--- config.mk ---
export PLATFORM = sky130hd
export DESIGN_NAME = rational_arithmetic_unit
export DESIGN_NICKNAME = d
export VERILOG_FILES = /design/src/hdl/rau_pkg.sv /design/src/hdl/rau_dp.sv /design/src/hdl/rau_ctrl.sv /design/src/hdl/rational_arithmetic_unit.sv
export SDC_FILE = /design/constraint.sdc
export NUM_CORES = 2
export LEC_CHECK = 0
export BUFFER_PORTS_ARGS = -buffer_cell sky130_fd_sc_hd__buf_2
export CAP_MARGIN = 5
export CORE_MARGIN = 1
export CORE_UTILIZATION = 30
export CTS_CLUSTER_DIAMETER = 150
export DETAILED_ROUTE_END_ITERATION = 10
export PLACE_DENSITY_LB_ADDON = 0.25
export SLEW_MARGIN = 20
export SYNTH_ARGS = -nofsm -noshare
export SYNTH_HDL_FRONTEND = slang
export SYNTH_SLANG_ARGS = --single-unit
--- constraint.sdc ---
create_clock -name clk -period 16.59 [get_ports clk]
set_clock_uncertainty 0.1 [all_clocks]
set_input_delay 2.4885 -clock clk [delete_from_list [all_inputs] [get_ports clk]]
set_output_delay 2.4885 -clock clk [all_outputs]
set_load 0.02 [all_outputs]
--- src/hdl/rau_pkg.sv ---
// Shared definitions for the rational arithmetic unit.
// Holds widths, operation and order codes, and the controller/datapath interface structs.
// No dependencies; every other file in the block refers to this package by scoped names.
package rau_pkg;

  // Operand and result widths and the widths that follow from them.
  localparam int OPERAND_WIDTH = 16;
  localparam int RESULT_WIDTH  = 34;
  localparam int PROD_WIDTH    = 2 * OPERAND_WIDTH;
  localparam int EXT_WIDTH     = (PROD_WIDTH + 2 > RESULT_WIDTH) ? PROD_WIDTH + 2 : RESULT_WIDTH;
  localparam int SHIFT_WIDTH   = $clog2(OPERAND_WIDTH);

  // Operation kinds carried by an input word.
  typedef enum logic [2:0] {
    KIND_ADD = 3'd0,
    KIND_SUB = 3'd1,
    KIND_MUL = 3'd2,
    KIND_DIV = 3'd3,
    KIND_CMP = 3'd4,
    KIND_RED = 3'd5
  } kind_t;

  // Three-way order codes of compare.
  localparam logic [1:0] ORD_LESS    = 2'd0;
  localparam logic [1:0] ORD_EQUAL   = 2'd1;
  localparam logic [1:0] ORD_GREATER = 2'd2;

  // Product selections for the shared multiplier.
  typedef enum logic [2:0] {
    MUL_NONE,
    MUL_P_ANBD,
    MUL_P_ANBN,
    MUL_Q_BNAD,
    MUL_D_ADBD,
    MUL_D_ADBN
  } mul_op_t;

  // Commands from the controller to the datapath.
  typedef struct packed {
    logic    load_in;
    mul_op_t mul_op;
    logic    gcd_run;
    logic    div_init;
    logic    div_run;
    logic    load_out;
  } cmd_t;

  // Status from the datapath to the controller.
  typedef struct packed {
    kind_t kind;
    logic  red_trivial;
    logic  gcd_done;
    logic  div_last;
  } sts_t;

endpackage

--- src/hdl/rau_dp.sv ---
// Datapath of the rational arithmetic unit: operand registers, shared multiplier,
// binary gcd, two-lane restoring divider and the output word registers.
// Depends on rau_pkg for widths, codes and the command/status structs.
module rau_dp (
  input  logic                               clk,
  input  rau_pkg::cmd_t                      cmd,
  output rau_pkg::sts_t                      sts,
  input  logic [2:0]                         in_kind,
  input  logic signed [rau_pkg::OPERAND_WIDTH-1:0] in_a_numerator,
  input  logic signed [rau_pkg::OPERAND_WIDTH-1:0] in_a_denominator,
  input  logic signed [rau_pkg::OPERAND_WIDTH-1:0] in_b_numerator,
  input  logic signed [rau_pkg::OPERAND_WIDTH-1:0] in_b_denominator,
  output logic signed [rau_pkg::RESULT_WIDTH-1:0]  out_result_numerator,
  output logic signed [rau_pkg::RESULT_WIDTH-1:0]  out_result_denominator,
  output logic [1:0]                         out_order,
  output logic                               out_zero_denominator
);

  localparam int OW = rau_pkg::OPERAND_WIDTH;
  localparam int PW = rau_pkg::PROD_WIDTH;
  localparam int EW = rau_pkg::EXT_WIDTH;
  localparam int RW = rau_pkg::RESULT_WIDTH;
  localparam int KW = rau_pkg::SHIFT_WIDTH;

  // Captured operands.
  rau_pkg::kind_t         kind_r;
  logic signed [OW-1:0]   an_r, ad_r, bn_r, bd_r;

  // Products.
  logic signed [OW-1:0]   mul_a, mul_b;
  logic signed [PW-1:0]   prod;
  logic signed [PW-1:0]   p_r, q_r, d_r;

  // Gcd and divider state.
  logic [OW-1:0]          mag_n, mag_d;
  logic [OW-1:0]          u_r, u_nxt, v_r, v_nxt;
  logic [KW-1:0]          k_r, k_nxt;
  logic [OW-1:0]          gdiv_r;
  logic [OW-1:0]          nq_r, nq_nxt, dq_r, dq_nxt;
  logic [OW-1:0]          nrem_r, nrem_nxt, drem_r, drem_nxt;
  logic [OW:0]            ntrial, dtrial;
  logic                   nge, dge;
  logic [KW-1:0]          cnt_r;

  // Result composition.
  logic signed [EW-1:0]   p_ext, q_ext, d_ext, sum_ext, an_ext, nq_ext;
  logic signed [EW-1:0]   rn_ext, rd_ext;
  logic [1:0]             ord;
  logic                   zf;

  // Input capture.
  always_ff @(posedge clk) begin
    if (cmd.load_in) begin
      kind_r <= rau_pkg::kind_t'(in_kind);
      an_r   <= in_a_numerator;
      ad_r   <= in_a_denominator;
      bn_r   <= in_b_numerator;
      bd_r   <= in_b_denominator;
    end
  end

  // Operand selection for the shared multiplier.
  always_comb begin
    mul_a = an_r;
    mul_b = bd_r;
    case (cmd.mul_op)
      rau_pkg::MUL_P_ANBD: begin mul_a = an_r; mul_b = bd_r; end
      rau_pkg::MUL_P_ANBN: begin mul_a = an_r; mul_b = bn_r; end
      rau_pkg::MUL_Q_BNAD: begin mul_a = bn_r; mul_b = ad_r; end
      rau_pkg::MUL_D_ADBD: begin mul_a = ad_r; mul_b = bd_r; end
      rau_pkg::MUL_D_ADBN: begin mul_a = ad_r; mul_b = bn_r; end
      default: begin mul_a = an_r; mul_b = bd_r; end
    endcase
  end

  assign prod = mul_a * mul_b;

  // Product registers, one written per multiply cycle.
  always_ff @(posedge clk) begin
    case (cmd.mul_op)
      rau_pkg::MUL_P_ANBD, rau_pkg::MUL_P_ANBN: p_r <= prod;
      rau_pkg::MUL_Q_BNAD: q_r <= prod;
      rau_pkg::MUL_D_ADBD, rau_pkg::MUL_D_ADBN: d_r <= prod;
      default: ;
    endcase
  end

  // Magnitudes of the first fraction; the most negative value maps to its unsigned magnitude.
  assign mag_n = an_r[OW-1] ? (~an_r + OW'(1)) : an_r;
  assign mag_d = ad_r[OW-1] ? (~ad_r + OW'(1)) : ad_r;

  // One binary gcd step: strip common twos, strip lone twos, or subtract odd values.
  always_comb begin
    u_nxt = u_r;
    v_nxt = v_r;
    k_nxt = k_r;
    if (!u_r[0] && !v_r[0]) begin
      u_nxt = u_r >> 1;
      v_nxt = v_r >> 1;
      k_nxt = k_r + KW'(1);
    end else if (!u_r[0]) begin
      u_nxt = u_r >> 1;
    end else if (!v_r[0]) begin
      v_nxt = v_r >> 1;
    end else if (u_r > v_r) begin
      u_nxt = u_r - v_r;
    end else begin
      v_nxt = v_r - u_r;
    end
  end

  // The gcd registers load from the operands whenever no gcd step runs.
  always_ff @(posedge clk) begin
    if (cmd.gcd_run) begin
      u_r <= u_nxt;
      v_r <= v_nxt;
      k_r <= k_nxt;
    end else begin
      u_r <= mag_n;
      v_r <= mag_d;
      k_r <= '0;
    end
  end

  // Restoring division step for both lanes against the same divisor.
  always_comb begin
    ntrial   = {nrem_r, nq_r[OW-1]};
    dtrial   = {drem_r, dq_r[OW-1]};
    nge      = ntrial >= {1'b0, gdiv_r};
    dge      = dtrial >= {1'b0, gdiv_r};
    nrem_nxt = nge ? OW'(ntrial - {1'b0, gdiv_r}) : ntrial[OW-1:0];
    drem_nxt = dge ? OW'(dtrial - {1'b0, gdiv_r}) : dtrial[OW-1:0];
    nq_nxt   = {nq_r[OW-2:0], nge};
    dq_nxt   = {dq_r[OW-2:0], dge};
  end

  // Divider registers: dividends shift out while quotient bits shift in.
  always_ff @(posedge clk) begin
    if (cmd.div_init) begin
      gdiv_r <= u_r << k_r;
      nq_r   <= mag_n;
      dq_r   <= mag_d;
      nrem_r <= '0;
      drem_r <= '0;
      cnt_r  <= KW'(OW - 1);
    end else if (cmd.div_run) begin
      nq_r   <= nq_nxt;
      dq_r   <= dq_nxt;
      nrem_r <= nrem_nxt;
      drem_r <= drem_nxt;
      cnt_r  <= cnt_r - KW'(1);
    end
  end

  // Status toward the controller.
  assign sts.kind        = kind_r;
  assign sts.red_trivial = (an_r == '0) || (ad_r == '0);
  assign sts.gcd_done    = (u_r == v_r);
  assign sts.div_last    = (cnt_r == '0);

  // Sign and zero extensions to the composition width.
  assign p_ext   = {{(EW-PW){p_r[PW-1]}}, p_r};
  assign q_ext   = {{(EW-PW){q_r[PW-1]}}, q_r};
  assign d_ext   = {{(EW-PW){d_r[PW-1]}}, d_r};
  assign an_ext  = {{(EW-OW){an_r[OW-1]}}, an_r};
  assign nq_ext  = {{(EW-OW){1'b0}}, nq_r};
  assign sum_ext = (kind_r == rau_pkg::KIND_SUB) ? (p_ext - q_ext) : (p_ext + q_ext);

  // Result composition per operation kind.
  always_comb begin
    rn_ext = '0;
    rd_ext = '0;
    ord    = rau_pkg::ORD_LESS;
    zf     = 1'b0;
    case (kind_r)
      rau_pkg::KIND_ADD, rau_pkg::KIND_SUB: begin
        rn_ext = sum_ext;
        rd_ext = d_ext;
        zf     = (d_r == '0);
      end
      rau_pkg::KIND_MUL, rau_pkg::KIND_DIV: begin
        rn_ext = p_ext;
        rd_ext = d_ext;
        zf     = (d_r == '0);
      end
      rau_pkg::KIND_CMP: begin
        if (p_r < q_r) begin
          ord = rau_pkg::ORD_LESS;
        end else if (p_r == q_r) begin
          ord = rau_pkg::ORD_EQUAL;
        end else begin
          ord = rau_pkg::ORD_GREATER;
        end
      end
      rau_pkg::KIND_RED: begin
        if (ad_r == '0) begin
          // A zero denominator passes the numerator through and raises the flag.
          rn_ext = an_ext;
          zf     = 1'b1;
        end else if (an_r == '0) begin
          // Zero reduces to zero over one.
          rd_ext = EW'(1);
        end else begin
          rn_ext = (an_r[OW-1] != ad_r[OW-1]) ? (EW'(0) - nq_ext) : nq_ext;
          rd_ext = {{(EW-OW){1'b0}}, dq_r};
        end
      end
      default: ;
    endcase
  end

  // Output word registers.
  always_ff @(posedge clk) begin
    if (cmd.load_out) begin
      out_result_numerator   <= rn_ext[RW-1:0];
      out_result_denominator <= rd_ext[RW-1:0];
      out_order              <= ord;
      out_zero_denominator   <= zf;
    end
  end

endmodule

--- src/hdl/rau_ctrl.sv ---
// Controller of the rational arithmetic unit: sequences multiply, gcd and divide steps.
// Depends on rau_pkg for kind codes and the command/status structs.
module rau_ctrl (
  input  logic          clk,
  input  logic          rst_n,
  input  logic          in_valid,
  output logic          in_stall,
  output logic          out_valid,
  input  logic          out_stall,
  output rau_pkg::cmd_t cmd,
  input  rau_pkg::sts_t sts
);

  typedef enum logic [2:0] {
    S_IDLE,
    S_DECODE,
    S_MUL0,
    S_MUL1,
    S_MUL2,
    S_GCD,
    S_DIV,
    S_FINISH
  } state_t;

  state_t state_r, state_nxt;
  logic   in_stall_r, in_stall_nxt;
  logic   out_valid_r, out_valid_nxt;
  logic   out_free;

  assign in_stall  = in_stall_r;
  assign out_valid = out_valid_r;
  assign out_free  = !out_valid_r || !out_stall;

  // Commands and next state.
  always_comb begin
    cmd           = '0;
    cmd.mul_op    = rau_pkg::MUL_NONE;
    state_nxt     = state_r;
    in_stall_nxt  = in_stall_r;
    out_valid_nxt = out_valid_r && out_stall;
    case (state_r)
      S_IDLE: begin
        if (in_valid) begin
          cmd.load_in  = 1'b1;
          in_stall_nxt = 1'b1;
          state_nxt    = S_DECODE;
        end
      end
      S_DECODE: begin
        if (sts.kind inside {rau_pkg::KIND_ADD, rau_pkg::KIND_SUB, rau_pkg::KIND_MUL,
                             rau_pkg::KIND_DIV, rau_pkg::KIND_CMP}) begin
          state_nxt = S_MUL0;
        end else if (sts.kind == rau_pkg::KIND_RED && !sts.red_trivial) begin
          state_nxt = S_GCD;
        end else begin
          state_nxt = S_FINISH;
        end
      end
      S_MUL0: begin
        cmd.mul_op = (sts.kind == rau_pkg::KIND_MUL) ? rau_pkg::MUL_P_ANBN
                                                     : rau_pkg::MUL_P_ANBD;
        state_nxt  = S_MUL1;
      end
      S_MUL1: begin
        case (sts.kind)
          rau_pkg::KIND_MUL: cmd.mul_op = rau_pkg::MUL_D_ADBD;
          rau_pkg::KIND_DIV: cmd.mul_op = rau_pkg::MUL_D_ADBN;
          default:           cmd.mul_op = rau_pkg::MUL_Q_BNAD;
        endcase
        state_nxt = (sts.kind inside {rau_pkg::KIND_ADD, rau_pkg::KIND_SUB}) ? S_MUL2 : S_FINISH;
      end
      S_MUL2: begin
        cmd.mul_op = rau_pkg::MUL_D_ADBD;
        state_nxt  = S_FINISH;
      end
      S_GCD: begin
        if (sts.gcd_done) begin
          cmd.div_init = 1'b1;
          state_nxt    = S_DIV;
        end else begin
          cmd.gcd_run = 1'b1;
        end
      end
      S_DIV: begin
        cmd.div_run = 1'b1;
        if (sts.div_last) begin
          state_nxt = S_FINISH;
        end
      end
      S_FINISH: begin
        // The result word is written once the output register is free or being taken.
        if (out_free) begin
          cmd.load_out  = 1'b1;
          out_valid_nxt = 1'b1;
          in_stall_nxt  = 1'b0;
          state_nxt     = S_IDLE;
        end
      end
      default: state_nxt = S_IDLE;
    endcase
  end

  // State and registered handshake outputs.
  always_ff @(posedge clk) begin
    if (!rst_n) begin
      state_r     <= S_IDLE;
      in_stall_r  <= 1'b0;
      out_valid_r <= 1'b0;
    end else begin
      state_r     <= state_nxt;
      in_stall_r  <= in_stall_nxt;
      out_valid_r <= out_valid_nxt;
    end
  end

  // An accepted word always moves the controller into decode.
  a_accept_decode: assert property (@(posedge clk) disable iff (!rst_n)
    (in_valid && !in_stall) |=> (state_r == S_DECODE))
    else $error("accepted word did not enter decode");

  // A result word is never written over one that is still waiting.
  a_no_overwrite: assert property (@(posedge clk) disable iff (!rst_n)
    cmd.load_out |-> out_free)
    else $error("result written while output register busy");

  // The input side is held off for the whole time an item is in work.
  a_busy_stalls: assert property (@(posedge clk) disable iff (!rst_n)
    (state_r != S_IDLE) |-> in_stall)
    else $error("input not stalled while busy");

  // The divider runs its full count before the result is composed.
  a_div_holds: assert property (@(posedge clk) disable iff (!rst_n)
    (state_r == S_DIV && !sts.div_last) |=> (state_r == S_DIV))
    else $error("divider left early");

endmodule

--- src/hdl/rational_arithmetic_unit.sv ---
// Top level of the rational arithmetic unit: joins the controller and the datapath.
// Depends on rau_pkg, rau_ctrl and rau_dp.
//
//   channel  direction  handshake          payload
//   in       input      in_valid/in_stall   kind, a/b numerator and denominator
//   out      output     out_valid/out_stall result numerator/denominator, order, zero flag
//
// Add and subtract form three products through a shared multiplier at one product per
// cycle; multiply, divide and compare form two. Reduce runs the binary gcd and then the
// divider, which resolves one quotient bit of both lanes per cycle; a trivial reduce and
// the unused kinds go straight to the result write. Words are worked one at a time.
// Reset is synchronous and active low and clears only the controller. A waiting result holds
// in the output register while the next word is worked; only its write waits for the taker.
module rational_arithmetic_unit (
  input  logic                               clk,
  input  logic                               rst_n,
  input  logic                               in_valid,
  output logic                               in_stall,
  input  logic [2:0]                         in_kind,
  input  logic signed [rau_pkg::OPERAND_WIDTH-1:0] in_a_numerator,
  input  logic signed [rau_pkg::OPERAND_WIDTH-1:0] in_a_denominator,
  input  logic signed [rau_pkg::OPERAND_WIDTH-1:0] in_b_numerator,
  input  logic signed [rau_pkg::OPERAND_WIDTH-1:0] in_b_denominator,
  output logic                               out_valid,
  input  logic                               out_stall,
  output logic signed [rau_pkg::RESULT_WIDTH-1:0]  out_result_numerator,
  output logic signed [rau_pkg::RESULT_WIDTH-1:0]  out_result_denominator,
  output logic [1:0]                         out_order,
  output logic                               out_zero_denominator
);

  rau_pkg::cmd_t cmd;
  rau_pkg::sts_t sts;

  // Sequencer.
  rau_ctrl u_ctrl (
    .clk       (clk),
    .rst_n     (rst_n),
    .in_valid  (in_valid),
    .in_stall  (in_stall),
    .out_valid (out_valid),
    .out_stall (out_stall),
    .cmd       (cmd),
    .sts       (sts)
  );

  // Arithmetic and result registers.
  rau_dp u_dp (
    .clk                    (clk),
    .cmd                    (cmd),
    .sts                    (sts),
    .in_kind                (in_kind),
    .in_a_numerator         (in_a_numerator),
    .in_a_denominator       (in_a_denominator),
    .in_b_numerator         (in_b_numerator),
    .in_b_denominator       (in_b_denominator),
    .out_result_numerator   (out_result_numerator),
    .out_result_denominator (out_result_denominator),
    .out_order              (out_order),
    .out_zero_denominator   (out_zero_denominator)
  );

endmodule

### After elaboration in Yosys (flattened, before gate mapping)

Index checks and enable logic that the tools add are counted.

* bits in registers: 359
* latch bits: 0
* memory bits (writable): 0
* memory bits (read-only): 0
* bits of input ports: 71
* output and inout bits: 73
* memories: 0

* add/subtract/negate cells: 11
* multiply operators: 1
* divide/modulo/power cells: 0
* magnitude comparators: 4
* equal/unequal tests: 28
* shift operators: 1
* muxes and demuxes: 55
* bitwise gates (word level): 3
* reductions and logical operators: 31

Operators by type and width (count)
* 16-bit two-way mux: 19
* 34-bit two-way mux: 5
* 34-bit one-hot mux with 3 select lines: 1
* 34-bit one-hot mux with 2 select lines: 1
* 16-bit one-hot mux with 2 select lines: 2
* 16-bit subtractor: 4
* 17-bit by 16-bit >= comparator with 1-bit output: 2
* 32-bit by 32-bit adder with 33-bit output: 1
* 32-bit by 32-bit subtractor with 33-bit output: 1
* 16-bit by 2-bit adder with 16-bit output, second input constant: 2
* 32-bit == test: 1
* 16-bit zero test: 2
* 32-bit zero test: 1
* 32-bit < comparator: 1
* 16-bit by 16-bit multiplier with 32-bit output: 1
* 16-bit NOT: 2
* 3-bit == test, second input constant: 8
* 3-bit one-hot mux with 8 select lines: 1
* 3-bit by 2-bit == test with 1-bit output, second input constant: 6
* 1-bit by 16-bit subtractor with 17-bit output, first input constant: 1
* 16-bit == test: 1
* 16-bit greater-than comparator: 1
* 16-bit by 4-bit left shift with 16-bit output: 1
* 3-bit two-way mux: 5
* 26 further kinds: 64

### Longest topological paths before layout

* word-level depth: 7
* gate-level depth with buffers: 31
* gate-level depth less buffers: 30

### Modules after synthesis

From an unflattened synthesis, not the netlist that was laid out.

* cells, all modules: 3283
* area total of the unflattened synthesis: 31858.1 um2

Modules (own cells, without submodules)
* rau_dp: times used 1, cells each 3231, area each 31476.4 um2
* rau_ctrl: times used 1, cells each 52, area each 381.6 um2

### Least setup slack after synthesis

Ideal clock, no wire load.

* path kind: input to register
* start point: input in_valid
* end point: register u_dp.ad_r[0], enable pin
* library setup time: 0.684 ns
* data arrival time: 9.349 ns
* slack: 6.456 ns
* stages on the path: 1
* cells stage by stage: nor4b_1

* cells in the longest elaborated chain, start to end: 2

Ends and longest elaborated chain
* start, declared: line rational_arithmetic_unit.sv:17 `input logic in_valid,`
* 1-bit two-way mux: line rau_ctrl.sv:43 `if (in_valid) begin`
* 1-bit two-way mux: line rau_ctrl.sv:41 `case (state_r)`
* end signal, assigned: line rau_dp.sv:56 `ad_r <= in_a_denominator;`
* end, declared: line rau_dp.sv:27 `logic signed [OW-1:0] an_r, ad_r, bn_r, bd_r;`

Every way passes these cells.
A chain may end at the register's enable or synchronous reset.

### Final worst setup path

* start point: register u_ctrl.state_r[1]
* end point: register u_dp.q_r[31] (data pin)

* cells in the longest elaborated chain, start to end: 6
* elaborated cells between the ends (all ways): 13
* those cells by class: 1 x mul; 7 x eq/ne; 3 x mux; 2 x reduce/logical

Ends and longest elaborated chain
* start, declared: line rau_ctrl.sv:25 `state_t state_r, state_nxt;`
* start signal, assigned: line rau_ctrl.sv:110 `state_r <= state_nxt;`
* 3-bit == test or 3-bit by 2-bit == test with 1-bit output (tied branches): line rau_ctrl.sv:41
* 3-bit one-hot mux with 3 select lines *: line rau_ctrl.sv:41
* 3-bit == test or 3-bit by 2-bit == test with 1-bit output (tied branches): line rau_dp.sv:66 `case (cmd.mul_op)`
* 2-bit OR reduction (no source line)
* 16-bit one-hot mux with 2 select lines: line rau_dp.sv:66
* 16-bit by 16-bit multiplier with 32-bit output *: line rau_dp.sv:76 `assign prod = mul_a * mul_b;`
* net u_dp.prod[31]: line rau_dp.sv:31 `logic signed [PW-1:0] prod;`
* end signal, assigned: line rau_dp.sv:82 `rau_pkg::MUL_Q_BNAD: q_r <= prod;`
* end, declared: line rau_dp.sv:32 `logic signed [PW-1:0] p_r, q_r, d_r;`

Mark *: on every way through the listed nets, which the timed path passes. The rest lies on a longest branch.

==> impl_metrics.tcl <==
set metrics [dict create \
    ctsHtreeMaxLevel 2 \
    ys.flop_type "edfxtp_1" \
    crit_top_cell "fa_1" \
    synthTopCellsByArea "edfxtp_1, fa_1, ha_1, inv_1, nand2_1" \
    nNetsFinal 3861 \
    syn2layout_area_growth_pct 12.2 \
    tritoncts "yes" \
    min_path_type "reg -> reg" \
    worstMarginPinSlew_ns 1.18 \
    yosysUniqueCellTypes 82 \
    critPathKind "reg -> reg" \
    die_h_um 325 \
    ys_seq_area_share_pct 32.7 \
    cts_resized 0 \
    wl_um 98700 \
    cts_root_buffer "clkbuf_16" \
    avgSynthCellArea_um2 9.74 \
    synth_seq_cells 356 \
    cts_buffer_depth 3 \
    dp_hpwl_um 78100 \
    slew_violations 0 \
    fin_setup_tns_ns 0 \
    hold_viol 0 \
    yosys.area.top_type_share_pct 29.8 \
    fp-row-count 118 \
    drv_cap 0 \
    hold_buffers 0 \
    syn_nets 3768 \
    drive_gt1_share_pct 9.76 \
    core_area_um2 103000 \
    num_vias 24010 \
    place_inst 4637 \
    grt_usage_pct 18.4 \
    max_slew_margin_pct 21.4 \
    grt_max_degree 81 \
    post-route-period-util_pct 56.0 \
    vias_per_cell 5.09 \
    cp_max_fo 80 \
    final_cell_mix "inv_1, edfxtp_1, nand2_1" \
    max_stage_delay_ns 1.00 \
    clk_pin_slew_worst_paths_ns 0.06 \
    grt_pass1_vias 23310 \
    crit_buf_inv 7 \
    initial_core_util_pct 30.2 \
    antenna_found_initial 0 \
    die_w_um 325 \
    dieArea_um2 106000 \
    rsz0062_at_grt "no" \
    synth_cells 3212 \
    dr.pass1.iters 6 \
    ios 144 \
    finalSetupViolations 0 \
    fin_crit_ns 9.29 \
    startpoint_type "flip-flop" \
    drt_iter0_markers 2396 \
    drc 0 \
    wl_per_cell_um 20.9 \
    post_cts_buffers 0 \
    drtAntennaViolNets 0 \
    worstPathRequired_ns 16.79 \
    cp_slowest_cell "a221oi_2" \
    gp_congestion 0.909 \
    max_freq_mhz 108 \
    dp_slack_ns 7.30 \
    netlist_area_um2 31300 \
    yosysTopAreaCell "edfxtp_1" \
    diodes 0 \
    cts_buffers 45 \
    async_reset_ff_share_pct 0 \
    clock_latency_ns 0.61 \
    outcome "finished, final reports clean" \
    cp.arrival_ns 9.49 \
    grt_pass1_wl_um 149000 \
    fin_cells 4720 \
    critPathCaptureType "flip-flop" \
    yosysWarnings 0 \
    final_common_cell "inv_1" \
    synth_edf_count 310 \
    crit_family "adder cells" \
    port_buffers 143 \
    setup_slack_ns 7.30 \
    cts_sinks 356 \
    grt-ovfl-total 0 \
]
[synth_stat cells, types with 29 or more instances]
| cell | number |
|---|---|
| nand2_1 | 272 |
| edfxtp_1 | 310 |
| xor2_1 | 68 |
| inv_1 | 454 |
| dfxtp_1 | 46 |
| nor3_1 | 38 |
| a21oi_1 | 174 |
| nand3_1 | 50 |
| clkbuf_1 | 124 |
| nor2b_1 | 59 |
| xnor2_1 | 92 |
| o21ai_0 | 179 |
| a21o_1 | 49 |
| a221oi_1 | 54 |
| mux2i_1 | 33 |
| ha_1 | 217 |
| nor2_1 | 267 |
| fa_1 | 268 |
| o31ai_1 | 29 |
[sequential cells by signal (all words and copies together), names as in the netlist, 32 cells and up]
register and flops:
u_dp.out_result_denominator 32, u_dp.p_r 32, u_dp.q_r 32, u_dp.out_result_numerator 33, u_dp.d_r 32
[cells by family after synthesis]
kind of cell,after synthesis,share of synthesized area (%)
muxes,43,1.67
buffers and inverters,605,7.34
adders and majority gates,485,25.8
AOI/OAI and AO/OA,720,15.5
DFF,356,32.7
xor gates and xnor gates,160,4.48
and+or+nand+nor,843,12.4
[metrics by stage]
stage | hold slack [ns] | utilization, % | cell area (um2)
2_1_floorplan | 0.337 | - | 31300
3_3_place_gp | 0.355 | 32.4 | 33500
3_5_place_dp | 0.371 | 32.4 | 33600
4_1_cts | 0.384 | 33.9 | 35100
5_1_grt | 0.410 | 33.9 | 35100
6_report | 0.378 | 33.9 | 35100
[layout make-up]
cell class,count,area [um2]
Tap cell,1380,1730
Multi-Input combinational cell,2251,18800
Fill cell,10651,68400
Clock inverter,31,352
Timing Repair Buffer,196,1120
Sequential cell,356,10200
Inverter,455,1710
Clock buffer,51,1170
[metal layers]
layer  global-route usage [%]  vias up  routed length, um
li1                         -    11291                  -
met1                     26.6    11820              46000
met2                     29.0      797              44700
met3                     2.64      102               6220
met4                     3.90        0               1740
met5                        0        -                  0
[worst min-delay path, stage by stage (launching register included)]
cell,delay [ns]
dfxtp_1,0.32
a21oi_1,0.06
o21ai_0,0.06
[path summary, 6_finish.rpt]
| kind | from | endpoint | slack, ns | cells after the start |
|---|---|---|---|---|
| worst max-delay path | u_ctrl.state_r[1] | u_dp.q_r[31] | 7.30 | 28 |
| worst min-delay path | u_dp.nrem_r[15] | u_dp.nrem_r[15] | 0.38 | 2 |
| worst max register to register | u_ctrl.state_r[1] | u_dp.q_r[31] | 7.30 | 28 |
| worst min register to register | u_dp.nrem_r[15] | u_dp.nrem_r[15] | 0.38 | 2 |
Power is left out: the tool's default activity adds up to more than one toggle a clock period on the data nets, which glitch-free logic cannot reach.
